[src/l3rw_pkg.sv]
// ----------------------------------------------------------------------------
// l3rw_pkg
// types, codes and constants shared by the header rewrite block
// ----------------------------------------------------------------------------
package l3rw_pkg;

	localparam logic [15:0] ETHERTYPE_IPV4 = 16'h0800;
	localparam logic [7:0]  PROTO_TCP      = 8'd6;
	localparam logic [15:0] MIN_FRAME      = 16'd34;

	localparam int QUEUE_DEPTH_DEF = 4;
	localparam int ADDR_W          = 6;
	localparam int CFG_DW          = 64;
	localparam int PART_W          = 19;
	localparam int SUM_W           = 20;

	typedef enum logic [2:0] {
		REG_CLIENT_ADDR      = 3'd0,
		REG_CLIENT_HW_ADDR   = 3'd1,
		REG_BACKEND_ADDR     = 3'd2,
		REG_BACKEND_HW_ADDR  = 3'd3,
		REG_BALANCER_ADDR    = 3'd4,
		REG_BALANCER_HW_ADDR = 3'd5
	} reg_idx_t;

	typedef enum logic [1:0] {
		CLS_PASS       = 2'd0,
		CLS_TO_BACKEND = 2'd1,
		CLS_TO_CLIENT  = 2'd2
	} cls_t;

	typedef struct packed {
		logic [31:0] client_addr;
		logic [47:0] client_hw_addr;
		logic [31:0] backend_addr;
		logic [47:0] backend_hw_addr;
		logic [31:0] balancer_addr;
		logic [47:0] balancer_hw_addr;
	} cfg_t;

	// first member sits in the highest bits
	typedef struct packed {
		logic [31:0] ip_dest;
		logic [31:0] ip_source;
		logic [31:0] ip_word_two;
		logic [31:0] ip_word_one;
		logic [31:0] ip_word_zero;
		logic [15:0] ether_type;
		logic [47:0] in_src_mac;
		logic [47:0] in_dst_mac;
		logic [15:0] frame_length;
	} in_item_t;

	typedef struct packed {
		logic [15:0] out_checksum;
		logic [31:0] out_dest;
		logic [31:0] out_source;
		logic [47:0] out_src_mac;
		logic [47:0] out_dst_mac;
	} out_item_t;

	typedef struct packed {
		cls_t              cls;
		logic [47:0]       dst_mac;
		logic [47:0]       src_mac;
		logic [31:0]       ip_source;
		logic [31:0]       ip_dest;
		logic [15:0]       checksum;
		logic [PART_W-1:0] part_sum;
	} q_entry_t;

	typedef struct packed {
		logic full;
		logic empty;
	} q_status_t;

	localparam int IN_W  = $bits(in_item_t);
	localparam int OUT_W = $bits(out_item_t);

endpackage

[src/l3rw_regs.sv]
// ----------------------------------------------------------------------------
// l3rw_regs
// apb register file holding the addresses and macs of the three parties
// ----------------------------------------------------------------------------
module l3rw_regs (
	input  logic                          clk,
	input  logic                          arst_n,
	input  logic                          psel,
	input  logic                          penable,
	input  logic                          pwrite,
	input  logic [l3rw_pkg::ADDR_W-1:0]   paddr,
	input  logic [l3rw_pkg::CFG_DW-1:0]   pwdata,
	output logic [l3rw_pkg::CFG_DW-1:0]   prdata,
	output logic                          pready,
	output l3rw_pkg::cfg_t                cfg
);

	l3rw_pkg::cfg_t     cfg_q;
	l3rw_pkg::reg_idx_t idx;
	logic               wr_en;

	assign idx    = l3rw_pkg::reg_idx_t'(paddr[5:3]);
	assign pready = 1'b1;
	assign wr_en  = psel && penable && pwrite && pready;
	assign cfg    = cfg_q;

	always_ff @(posedge clk or negedge arst_n) begin
		if (!arst_n) begin
			cfg_q <= '0;
		end else if (wr_en) begin
			unique case (idx)
				l3rw_pkg::REG_CLIENT_ADDR:      cfg_q.client_addr      <= pwdata[31:0];
				l3rw_pkg::REG_CLIENT_HW_ADDR:   cfg_q.client_hw_addr   <= pwdata[47:0];
				l3rw_pkg::REG_BACKEND_ADDR:     cfg_q.backend_addr     <= pwdata[31:0];
				l3rw_pkg::REG_BACKEND_HW_ADDR:  cfg_q.backend_hw_addr  <= pwdata[47:0];
				l3rw_pkg::REG_BALANCER_ADDR:    cfg_q.balancer_addr    <= pwdata[31:0];
				l3rw_pkg::REG_BALANCER_HW_ADDR: cfg_q.balancer_hw_addr <= pwdata[47:0];
				default: ;
			endcase
		end
	end

	always_comb begin
		unique case (idx)
			l3rw_pkg::REG_CLIENT_ADDR:      prdata = {32'd0, cfg_q.client_addr};
			l3rw_pkg::REG_CLIENT_HW_ADDR:   prdata = {16'd0, cfg_q.client_hw_addr};
			l3rw_pkg::REG_BACKEND_ADDR:     prdata = {32'd0, cfg_q.backend_addr};
			l3rw_pkg::REG_BACKEND_HW_ADDR:  prdata = {16'd0, cfg_q.backend_hw_addr};
			l3rw_pkg::REG_BALANCER_ADDR:    prdata = {32'd0, cfg_q.balancer_addr};
			l3rw_pkg::REG_BALANCER_HW_ADDR: prdata = {16'd0, cfg_q.balancer_hw_addr};
			default:                        prdata = '0;
		endcase
	end

endmodule

[src/l3rw_front.sv]
// ----------------------------------------------------------------------------
// l3rw_front
// accepts headers, classifies them and starts the checksum sum
// ----------------------------------------------------------------------------
module l3rw_front (
	input  logic                        clk,
	input  logic                        arst_n,
	input  logic                        s_tvalid,
	output logic                        s_tready,
	input  logic [l3rw_pkg::IN_W-1:0]   s_tdata,
	input  l3rw_pkg::cfg_t              cfg,
	input  l3rw_pkg::q_status_t         q_status,
	output logic                        push,
	output l3rw_pkg::q_entry_t          push_entry
);

	l3rw_pkg::in_item_t  item;
	l3rw_pkg::cls_t      cls;
	l3rw_pkg::q_entry_t  entry_d;
	l3rw_pkg::q_entry_t  entry_s1;
	logic                valid_s1;
	logic                eligible;
	logic                take;

	assign item     = l3rw_pkg::in_item_t'(s_tdata);
	assign s_tready = !valid_s1 || !q_status.full;
	assign take     = s_tvalid && s_tready;
	assign push     = valid_s1 && !q_status.full;
	assign push_entry = entry_s1;

	assign eligible = (item.frame_length >= l3rw_pkg::MIN_FRAME)
		&& (item.ether_type == l3rw_pkg::ETHERTYPE_IPV4)
		&& (item.ip_word_two[23:16] == l3rw_pkg::PROTO_TCP);

	always_comb begin
		if (!eligible) begin
			cls = l3rw_pkg::CLS_PASS;
		end else if (item.ip_source == cfg.client_addr) begin
			cls = l3rw_pkg::CLS_TO_BACKEND;
		end else if (item.ip_source == cfg.backend_addr) begin
			cls = l3rw_pkg::CLS_TO_CLIENT;
		end else begin
			cls = l3rw_pkg::CLS_PASS;
		end
	end

	// header words that the rewrite leaves alone, check field zeroed
	always_comb begin
		entry_d.cls       = cls;
		entry_d.dst_mac   = item.in_dst_mac;
		entry_d.src_mac   = item.in_src_mac;
		entry_d.ip_source = item.ip_source;
		entry_d.ip_dest   = item.ip_dest;
		entry_d.checksum  = item.ip_word_two[15:0];
		entry_d.part_sum  = l3rw_pkg::PART_W'(item.ip_word_zero[31:16])
			+ l3rw_pkg::PART_W'(item.ip_word_zero[15:0])
			+ l3rw_pkg::PART_W'(item.ip_word_one[31:16])
			+ l3rw_pkg::PART_W'(item.ip_word_one[15:0])
			+ l3rw_pkg::PART_W'(item.ip_word_two[31:16]);
	end

	always_ff @(posedge clk or negedge arst_n) begin
		if (!arst_n) begin
			valid_s1 <= 1'b0;
		end else if (take) begin
			valid_s1 <= 1'b1;
		end else if (push) begin
			valid_s1 <= 1'b0;
		end
	end

	always_ff @(posedge clk) begin
		if (take) begin
			entry_s1 <= entry_d;
		end
	end

endmodule

[src/l3rw_fifo.sv]
// ----------------------------------------------------------------------------
// l3rw_fifo
// short queue between classification and rewrite, depth a power of two
// ----------------------------------------------------------------------------
module l3rw_fifo #(
	parameter int DEPTH = l3rw_pkg::QUEUE_DEPTH_DEF
) (
	input  logic                 clk,
	input  logic                 arst_n,
	input  logic                 push,
	input  l3rw_pkg::q_entry_t   push_entry,
	input  logic                 pop,
	output l3rw_pkg::q_entry_t   pop_entry,
	output l3rw_pkg::q_status_t  status
);

	localparam int PTR_W = $clog2(DEPTH);
	localparam int CNT_W = $clog2(DEPTH + 1);

	l3rw_pkg::q_entry_t mem [DEPTH];
	logic [PTR_W-1:0]   wr_ptr_q;
	logic [PTR_W-1:0]   rd_ptr_q;
	logic [CNT_W-1:0]   count_q;

	assign status.full  = (count_q == CNT_W'(DEPTH));
	assign status.empty = (count_q == '0);
	assign pop_entry    = mem[rd_ptr_q];

	always_ff @(posedge clk or negedge arst_n) begin
		if (!arst_n) begin
			wr_ptr_q <= '0;
			rd_ptr_q <= '0;
			count_q  <= '0;
		end else begin
			if (push) begin
				wr_ptr_q <= wr_ptr_q + 1'b1;
			end
			if (pop) begin
				rd_ptr_q <= rd_ptr_q + 1'b1;
			end
			if (push && !pop) begin
				count_q <= count_q + 1'b1;
			end else if (pop && !push) begin
				count_q <= count_q - 1'b1;
			end
		end
	end

	always_ff @(posedge clk) begin
		if (push) begin
			mem[wr_ptr_q] <= push_entry;
		end
	end

endmodule

[src/l3rw_back.sv]
// ----------------------------------------------------------------------------
// l3rw_back
// applies the rewrite, finishes the header checksum, holds the result
// ----------------------------------------------------------------------------
module l3rw_back (
	input  logic                         clk,
	input  logic                         arst_n,
	input  l3rw_pkg::cfg_t               cfg,
	input  l3rw_pkg::q_status_t          q_status,
	input  l3rw_pkg::q_entry_t           pop_entry,
	output logic                         pop,
	output logic                         m_tvalid,
	input  logic                         m_tready,
	output logic [l3rw_pkg::OUT_W-1:0]   m_tdata,
	output logic [0:0]                   m_tuser
);

	l3rw_pkg::out_item_t      res_d;
	l3rw_pkg::out_item_t      res_q;
	logic                     hit;
	logic                     hit_q;
	logic                     out_valid_q;
	logic [31:0]              new_dst;
	logic [47:0]              new_dmac;
	logic [l3rw_pkg::SUM_W-1:0] sum;
	logic [16:0]              fold1;
	logic [16:0]              fold2;

	assign pop      = !q_status.empty && (!out_valid_q || m_tready);
	assign m_tvalid = out_valid_q;
	assign m_tdata  = res_q;
	assign m_tuser  = hit_q;

	always_comb begin
		case (pop_entry.cls)
			l3rw_pkg::CLS_TO_BACKEND: begin
				hit      = 1'b1;
				new_dst  = cfg.backend_addr;
				new_dmac = cfg.backend_hw_addr;
			end
			l3rw_pkg::CLS_TO_CLIENT: begin
				hit      = 1'b1;
				new_dst  = cfg.client_addr;
				new_dmac = cfg.client_hw_addr;
			end
			default: begin
				hit      = 1'b0;
				new_dst  = pop_entry.ip_dest;
				new_dmac = pop_entry.dst_mac;
			end
		endcase
	end

	always_comb begin
		sum = l3rw_pkg::SUM_W'(pop_entry.part_sum)
			+ l3rw_pkg::SUM_W'(cfg.balancer_addr[31:16])
			+ l3rw_pkg::SUM_W'(cfg.balancer_addr[15:0])
			+ l3rw_pkg::SUM_W'(new_dst[31:16])
			+ l3rw_pkg::SUM_W'(new_dst[15:0]);
		fold1 = {1'b0, sum[15:0]} + {13'd0, sum[19:16]};
		fold2 = {1'b0, fold1[15:0]} + {16'd0, fold1[16]};
	end

	always_comb begin
		res_d.out_dst_mac = new_dmac;
		if (hit) begin
			res_d.out_src_mac  = cfg.balancer_hw_addr;
			res_d.out_source   = cfg.balancer_addr;
			res_d.out_dest     = new_dst;
			res_d.out_checksum = ~fold2[15:0];
		end else begin
			res_d.out_src_mac  = pop_entry.src_mac;
			res_d.out_source   = pop_entry.ip_source;
			res_d.out_dest     = pop_entry.ip_dest;
			res_d.out_checksum = pop_entry.checksum;
		end
	end

	always_ff @(posedge clk or negedge arst_n) begin
		if (!arst_n) begin
			out_valid_q <= 1'b0;
		end else if (pop) begin
			out_valid_q <= 1'b1;
		end else if (m_tready) begin
			out_valid_q <= 1'b0;
		end
	end

	always_ff @(posedge clk) begin
		if (pop) begin
			res_q <= res_d;
			hit_q <= hit;
		end
	end

endmodule

[src/l3rw_packet_rewrite_lb_core.sv]
// ----------------------------------------------------------------------------
// l3_packet_rewrite_lb_core
// ipv4 nat rewrite for a two-party load balancer with header checksum
// ----------------------------------------------------------------------------
// One header enters per cycle and one result leaves per cycle in steady
// state while the output side is not held off. An accepted header is
// classified into the front stage register, then written to the queue and
// then taken into the output register. The queue of QUEUE_DEPTH entries
// lets the input side keep taking headers while the output side is held
// off; once it and both stage registers are full, s_tready drops. TCP
// over IPv4 frames of at least 34 bytes from the client go to the backend,
// from the backend to the client, with the balancer as new source;
// everything else passes as is. Registers sit at byte address 8*i; the user
// must see they are written only while idle; the block does not check.
module l3_packet_rewrite_lb_core #(
	parameter int QUEUE_DEPTH = l3rw_pkg::QUEUE_DEPTH_DEF
) (
	input  logic                         clk,
	input  logic                         arst_n,
	input  logic                         psel,
	input  logic                         penable,
	input  logic                         pwrite,
	input  logic [l3rw_pkg::ADDR_W-1:0]  paddr,
	input  logic [l3rw_pkg::CFG_DW-1:0]  pwdata,
	output logic [l3rw_pkg::CFG_DW-1:0]  prdata,
	output logic                         pready,
	input  logic                         s_tvalid,
	output logic                         s_tready,
	// frame_length, in_dst_mac, in_src_mac, ether_type, ip_word_zero,
	// ip_word_one, ip_word_two, ip_source, ip_dest
	input  logic [l3rw_pkg::IN_W-1:0]    s_tdata,
	output logic                         m_tvalid,
	input  logic                         m_tready,
	// out_dst_mac, out_src_mac, out_source, out_dest, out_checksum
	output logic [l3rw_pkg::OUT_W-1:0]   m_tdata,
	// action
	output logic [0:0]                   m_tuser
);

	l3rw_pkg::cfg_t      cfg;
	l3rw_pkg::q_status_t q_status;
	l3rw_pkg::q_entry_t  push_entry;
	l3rw_pkg::q_entry_t  pop_entry;
	logic                push;
	logic                pop;

	l3rw_regs u_regs (
		.clk     (clk),
		.arst_n  (arst_n),
		.psel    (psel),
		.penable (penable),
		.pwrite  (pwrite),
		.paddr   (paddr),
		.pwdata  (pwdata),
		.prdata  (prdata),
		.pready  (pready),
		.cfg     (cfg)
	);

	l3rw_front u_front (
		.clk        (clk),
		.arst_n     (arst_n),
		.s_tvalid   (s_tvalid),
		.s_tready   (s_tready),
		.s_tdata    (s_tdata),
		.cfg        (cfg),
		.q_status   (q_status),
		.push       (push),
		.push_entry (push_entry)
	);

	l3rw_fifo #(
		.DEPTH (QUEUE_DEPTH)
	) u_fifo (
		.clk        (clk),
		.arst_n     (arst_n),
		.push       (push),
		.push_entry (push_entry),
		.pop        (pop),
		.pop_entry  (pop_entry),
		.status     (q_status)
	);

	l3rw_back u_back (
		.clk       (clk),
		.arst_n    (arst_n),
		.cfg       (cfg),
		.q_status  (q_status),
		.pop_entry (pop_entry),
		.pop       (pop),
		.m_tvalid  (m_tvalid),
		.m_tready  (m_tready),
		.m_tdata   (m_tdata),
		.m_tuser   (m_tuser)
	);

	a_push_not_full: assert property (@(posedge clk) disable iff (!arst_n)
		push |-> !q_status.full)
		else $error("queue written while full");

	a_pop_not_empty: assert property (@(posedge clk) disable iff (!arst_n)
		pop |-> !q_status.empty)
		else $error("queue read while empty");

	a_full_stalls_input: assert property (@(posedge clk) disable iff (!arst_n)
		(q_status.full && !s_tready) |=> !m_tvalid || $past(m_tvalid))
		else $error("input stalled on a full queue with no result held");

	a_status_sane: assert property (@(posedge clk) disable iff (!arst_n)
		!(q_status.full && q_status.empty))
		else $error("queue reports full and empty at once");

endmodule
[config.mk]
export PLATFORM = sky130hd
export DESIGN_NAME = l3_packet_rewrite_lb_core
export DESIGN_NICKNAME = d
export VERILOG_FILES = /design/src/l3rw_pkg.sv /design/src/l3rw_regs.sv /design/src/l3rw_front.sv /design/src/l3rw_fifo.sv /design/src/l3rw_back.sv /design/src/l3rw_packet_rewrite_lb_core.sv
export SDC_FILE = /design/constraint.sdc
export NUM_CORES = 2
export LEC_CHECK = 0
export BUFFER_PORTS_ARGS = -buffer_cell sky130_fd_sc_hd__buf_4
export CORE_MARGIN = 3
export CORE_UTILIZATION = 59
export CTS_CLUSTER_DIAMETER = 150
export DETAILED_ROUTE_END_ITERATION = 12
export GPL_TIMING_DRIVEN = 0
export MAX_ROUTING_LAYER = met4
export PLACE_DENSITY = 0.8
export RECOVER_POWER = 25
export SYNTH_ARGS = -nofsm -noshare
export SYNTH_HDL_FRONTEND = slang
export SYNTH_SLANG_ARGS = --single-unit
[constraint.sdc]
create_clock -name clk -period 11.7 [get_ports clk]
set_input_delay 1.17 -clock clk [delete_from_list [all_inputs] [get_ports clk]]
set_output_delay 1.17 -clock clk [all_outputs]
set_load 0.005 [all_outputs]
======== Word level (Yosys, flattened, before mapping) ========
Memory sizes are Yosys's and may differ from the RTL's.
Cells that the tools add are included.
storage, ports and cells
  bits in writable memories ............... 788
  input port bits ......................... 365
  register bits ........................... 623
  output and inout port bits .............. 244
  memories kept ........................... 1
  logic and storage cells ................. 100
operators by class
  $add $sub $neg .......................... 14
  order comparisons ....................... 1
  bitwise gates (word level) .............. 2
  reduce and logical (&&, ||, !) cells .... 30
  multiplexer cells ....................... 15
  eq/ne operators ......................... 12
memories
  name        depth  bits a word  read ports  clocked after Yosys merged registers in  wr ports  RTL line         source
  u_fifo.mem  4      197          1           0                                        1         l3rw_fifo.sv:20  l3rw_pkg::q_entry_t mem [DEPTH];
operators with widths
  operator              count
  $pmux 48 s6           1
  $mux 128              1
  $pmux 48 s2           1
  $eq 32x32->1          2
  $pmux 32 s2           1
  $add 20x16->20        3
  $add 19x16->19        3
  $add 19x16->20        1
  $add 16x16->17        1
  $add 16x4->17         1
  $add 16x1->16         1
  $eq 16x12->1 const B  1
  $ge 16x6->1 const B   1
  $not 16->16           1
  $reduce_and 2->1      6
  $eq 3x3->1 const B    3
  $logic_and 1x1->1     9
  $eq 8x3->1 const B    1
  $mux 1                8
  $eq 3x2->1 const B    2
  $logic_not 1->1       6
  $logic_not 3->1       2
  $mux 3                2
  $reduce_bool 2->1     3
  other kinds (10)      13

======== Logic depth before layout (Yosys ltp) ========
An unclocked memory read counts as a cell.
  word-level depth ........................ 9
  gate-level depth with buffers ........... 43

======== Hierarchy ========
Synthesis repeated with hierarchy kept, for this count alone.
second synthesis, totals
  cell total of the unflattened synthesis .. 3509
  area, all modules ....................... 60281.6 um^2
by module, submodules not included
  module      area each (um^2)  cells each  times used  sequential area each (um^2)
  l3rw_fifo   28792.6           1063        1           23837.9
  l3rw_regs   11395.9           830         1           6005.8
  l3rw_back   11065.6           1027        1           5340.1
  l3rw_front  9027.4            589         1           5940.7

======== Worst setup path before layout ========
Ideal clock, no wire load.
  path type ............................... input -> register
  from .................................... input m_tready
  to ...................................... register u_fifo.count_q[1]
  slack ................................... 201 ps
  cell stages on the path ................. 7
  arrival ................................. 11374 ps
  buffers on the path ..................... 0
  path through ............................ inv_1 a21oi_1 inv_1 ha_1 inv_1 fa_1 mux2_2
on the way
  longest elaborated chain between the ends .. 5
ends and longest elaborated chain
  what                                         RTL line                           source
  start, declared                              l3rw_packet_rewrite_lb_core.sv:33  input logic m_tready,
  $logic_or 1x1->1 *                           l3rw_back.sv:29                    assign pop = !q_status.empty && (!out_valid_q || m_tready);
  $logic_and 1x1->1 *                          l3rw_back.sv:29
  via pop                                      l3rw_packet_rewrite_lb_core.sv:45  logic pop;
  $logic_not 1->1                              l3rw_fifo.sv:41                    if (push && !pop) begin
  $logic_and 1x1->1                            l3rw_fifo.sv:41
  $mux 3 or $reduce_bool 2->1 (tied branches)  -
  end signal, assigned                         l3rw_fifo.sv:42                    count_q <= count_q + 1'b1;
  end signal, assigned                         l3rw_fifo.sv:44                    count_q <= count_q - 1'b1;
  end, declared                                l3rw_fifo.sv:23                    logic [CNT_W-1:0] count_q;
The timed path passes the listed nets; every way through them passes the cells marked *.
A chain may end at the register's enable or synchronous reset.

==> out/summary.txt <==
Status: complete, no violations
FF-to-FF path depth: 37
GPL Wtd Cong: 0.980
Synth unique cells: 72
GRT Util Overall: 35.8%
Clock Latency Late Sink: 0.77 ns
CTS max path bufs: 3
Global-route wire length before repair: 252,000 um
Post-Route WL: 179,000 um
Crit-path slowest cell: dfrtp_4
Post-DP HPWL: 129,000 um
DIE AREA: 0.104 mm^2
Die Ht: 322 um
Post-CTS setup buffer count: 0
Overflow after GRT: 0
WP buf/inv: 8
Synth warn: 0
Final hold violation count: 0
Min Clock Period, post-route: 11.07 ns
Final period util: 94.6%
Synth Cell Area: 0.0590 mm^2
Initial antenna violation count: 38
Area occupied by multi-input gates: 0.0164 mm^2
CP Capture Type: register
FP Rows: 115
Drt pass-1 iters: 6
Htree depth: 4
Worst reg2reg path startpoint: u_fifo.rd_ptr_q[0]
Utilization after layout: 71.3%
Drt drc: 0
Crit Path Max Fanout: 19
Hold Path Origin: u_front.push_entry[101]
Seq/Total Area, Yosys: 69.7%
CTS tree: done
I/O Pins: 609
Clock Sinks: 1,411
Pin count of the biggest net entering global routing: 124
Worst stage delay on the critical path: 0.63 ns
DR WL/cell: 31.7 um
Hold-fix buffers, CTS: 0
Async set-or-reset flop fraction in the synthesized netlist: 17.6%
Final net count: 4,727
Crit path max-delay family: compound AO/OA/AOI/OAI gates
I/O Buffers: 571
Hold path depth: 0
DR iter-0 viols: 4,781
Critical path class: register to register
Rel. slew slack: 16.3%
Num CTS Buffers: 144
Via count: 35,800
Area grow syn2layout: 19.3%
CORE AREA: 0.0989 mm^2
Fmax: 0.0903 GHz
Worst Hold Class: register to register
WHS: 0.489 ns
Syn avg cell area: 17.1 um^2
R2R Setup Slk: 0.63 ns
Die width: 322 um
FF+latch area: 0.0411 mm^2
Max Cap Viol: 0
Post-synthesis register bit count: 1,411
Vias in the first global route: 35,900
Number of synthesized flops with an enable pin: 1,162
Clk slew on worst S/H paths: 0.06 ns
Hold worst-path end: u_fifo.mem[0][101]
Max Slew Vio Count: 0
Main synth FF type: edfxtp_1
Worst r2r dst: u_back.m_tdata[174]
Startpoint Class: register
Root Buffer: clkbuf_16
Mapped Cells: 3,460
Starting Density: 59.7%
Clk_skew: 0.0279 ns
Post-DRT Antenna Nets: 0
Critical Path Most Common Cell: inv_1
Critical Path RT: 12.19 ns
Vias/cell: 6.33
Share of post-route cells with drive strength above 1: 30.8%
# setup viols final: 0
Filler cell count: 6,114
Worst Tran Pin Value: 1.26 ns
Crit path DAT: 11.56 ns
[layout make-up]
class	count	share of cell area (%)
timing repair buffer	595	6.96
clock inverter	77	1.17
buffer	164	1.01
clock buffer	184	5.39
multi-input combinational	1648	23.3
inverter	246	1.32
antenna	43	0.153
sequential	1411	58.4
tap	1287	2.29
[cells in the mapped netlist, drive strengths merged (27+ instances only)]
library cell	number	area share [%]
mux2	270	5.1
buf	68	0.55
mux4	197	7.5
dfrtp	249	11
fa	82	2.8
a21oi	35	0.30
clkbuf	102	0.65
o21ai	99	0.84
nor4	27	0.29
xnor2	42	0.62
nand3	47	0.40
nor2	179	1.1
nand2	117	0.76
inv	246	1.6
xor2	86	1.3
ha	70	1.5
a22oi	115	1.5
edfxtp	1162	59
a221oi	66	1.0
[what timing repair did]
action	4_1_cts	5_1_grt
setup endpoints to repair	16	12
hold endpoints to repair	0	0
gates resized for setup	32	17
[layout by cell type (no fill, tap or decap), types with 20 or more instances in the layout]
cell type  synthesis  routed
clkbuf_4           0      79
o21ai_0           96      96
edfxtp_1        1162    1162
clkinv_2           0      22
a21oi_1           35      34
clkinv_1           0      23
fa_1              82      82
xnor2_1           42      42
buf_4             18     511
diode_2            0      43
clkbuf_16          0     145
nand3_1           47      47
nor2_1           179     177
xor2_1            85      85
mux4_2           197     197
o21a_1            20      20
a221oi_1          64      59
a22oi_1          114     114
nand2_1          116     116
ha_1              70      69
nor4_1            27      26
inv_1            245     245
dfrtp_1          249     247
clkbuf_1         102     128
buf_1             49      43
mux2_2           270     270
[through the flow]
stage / TNS, ns / instance area (um^2) / setup WS, ns / instances
after detailed placement: -41.12 / 65700 / -3.08 / 5357
after CTS: 0 / 70300 / 0.0289 / 5614
after global placement: -831.14 / 65000 / -5.16 / 5333
final: 0 / 70400 / 0.631 / 5655
after global routing: -0.00356 / 70400 / -0.00356 / 5648
after floorplan: 0 / 59100 / 0.201 / 3475
[cells by family after synthesis]
family                     count (synthesis)  synth area share (%)
buffers and inverters                    416                  2.76
DFF                                     1411                  69.7
and+or+nand+nor                          462                  3.59
adders and majority gates                152                  4.26
xor gates and xnor gates                 128                  1.91
other                                      2                0.0127
muxes                                    483                  12.9
AOI/OAI and AO/OA                        406                  4.87
[metal layers]
metal,up-vias,share of wire [%],track usage [%]
met3,546,11,9.83
met5,-,0,-
li1,14800,-,-
met1,18100,35,44.1
met2,2349,47,53.7
met4,0,6.9,20.6
[registers in the layout (all words and copies together), names as in the netlist]
register	count
u_back.m_tdata	176
u_back.m_tuser	1
u_back.m_tvalid	1
u_fifo.count_q	3
u_fifo.mem	788
u_fifo.rd_ptr_q	2
u_fifo.wr_ptr_q	2
u_front.push_entry	197
u_front.valid_s1	1
u_regs.cfg	240
[worst max-delay path by stage]
stage	from	endpoint	slack (ns)	depth (start not counted)
floorplan	m_tready	u_fifo.count_q[1]	0.20	7
global placement	m_tready	u_fifo.count_q[1]	-5.16	8
detailed placement	u_fifo.rd_ptr_q[0]	u_back.m_tdata[174]	-3.08	39
CTS	u_fifo.rd_ptr_q[0]	u_back.m_tdata[174]	0.03	40
global route	u_fifo.rd_ptr_q[0]	u_back.m_tdata[174]	-0.004	39
finish	u_fifo.rd_ptr_q[0]	u_back.m_tdata[174]	0.63	37
Power is left out: the tool's default activity adds up to more than one toggle a clock period on the data nets, which glitch-free logic cannot reach.
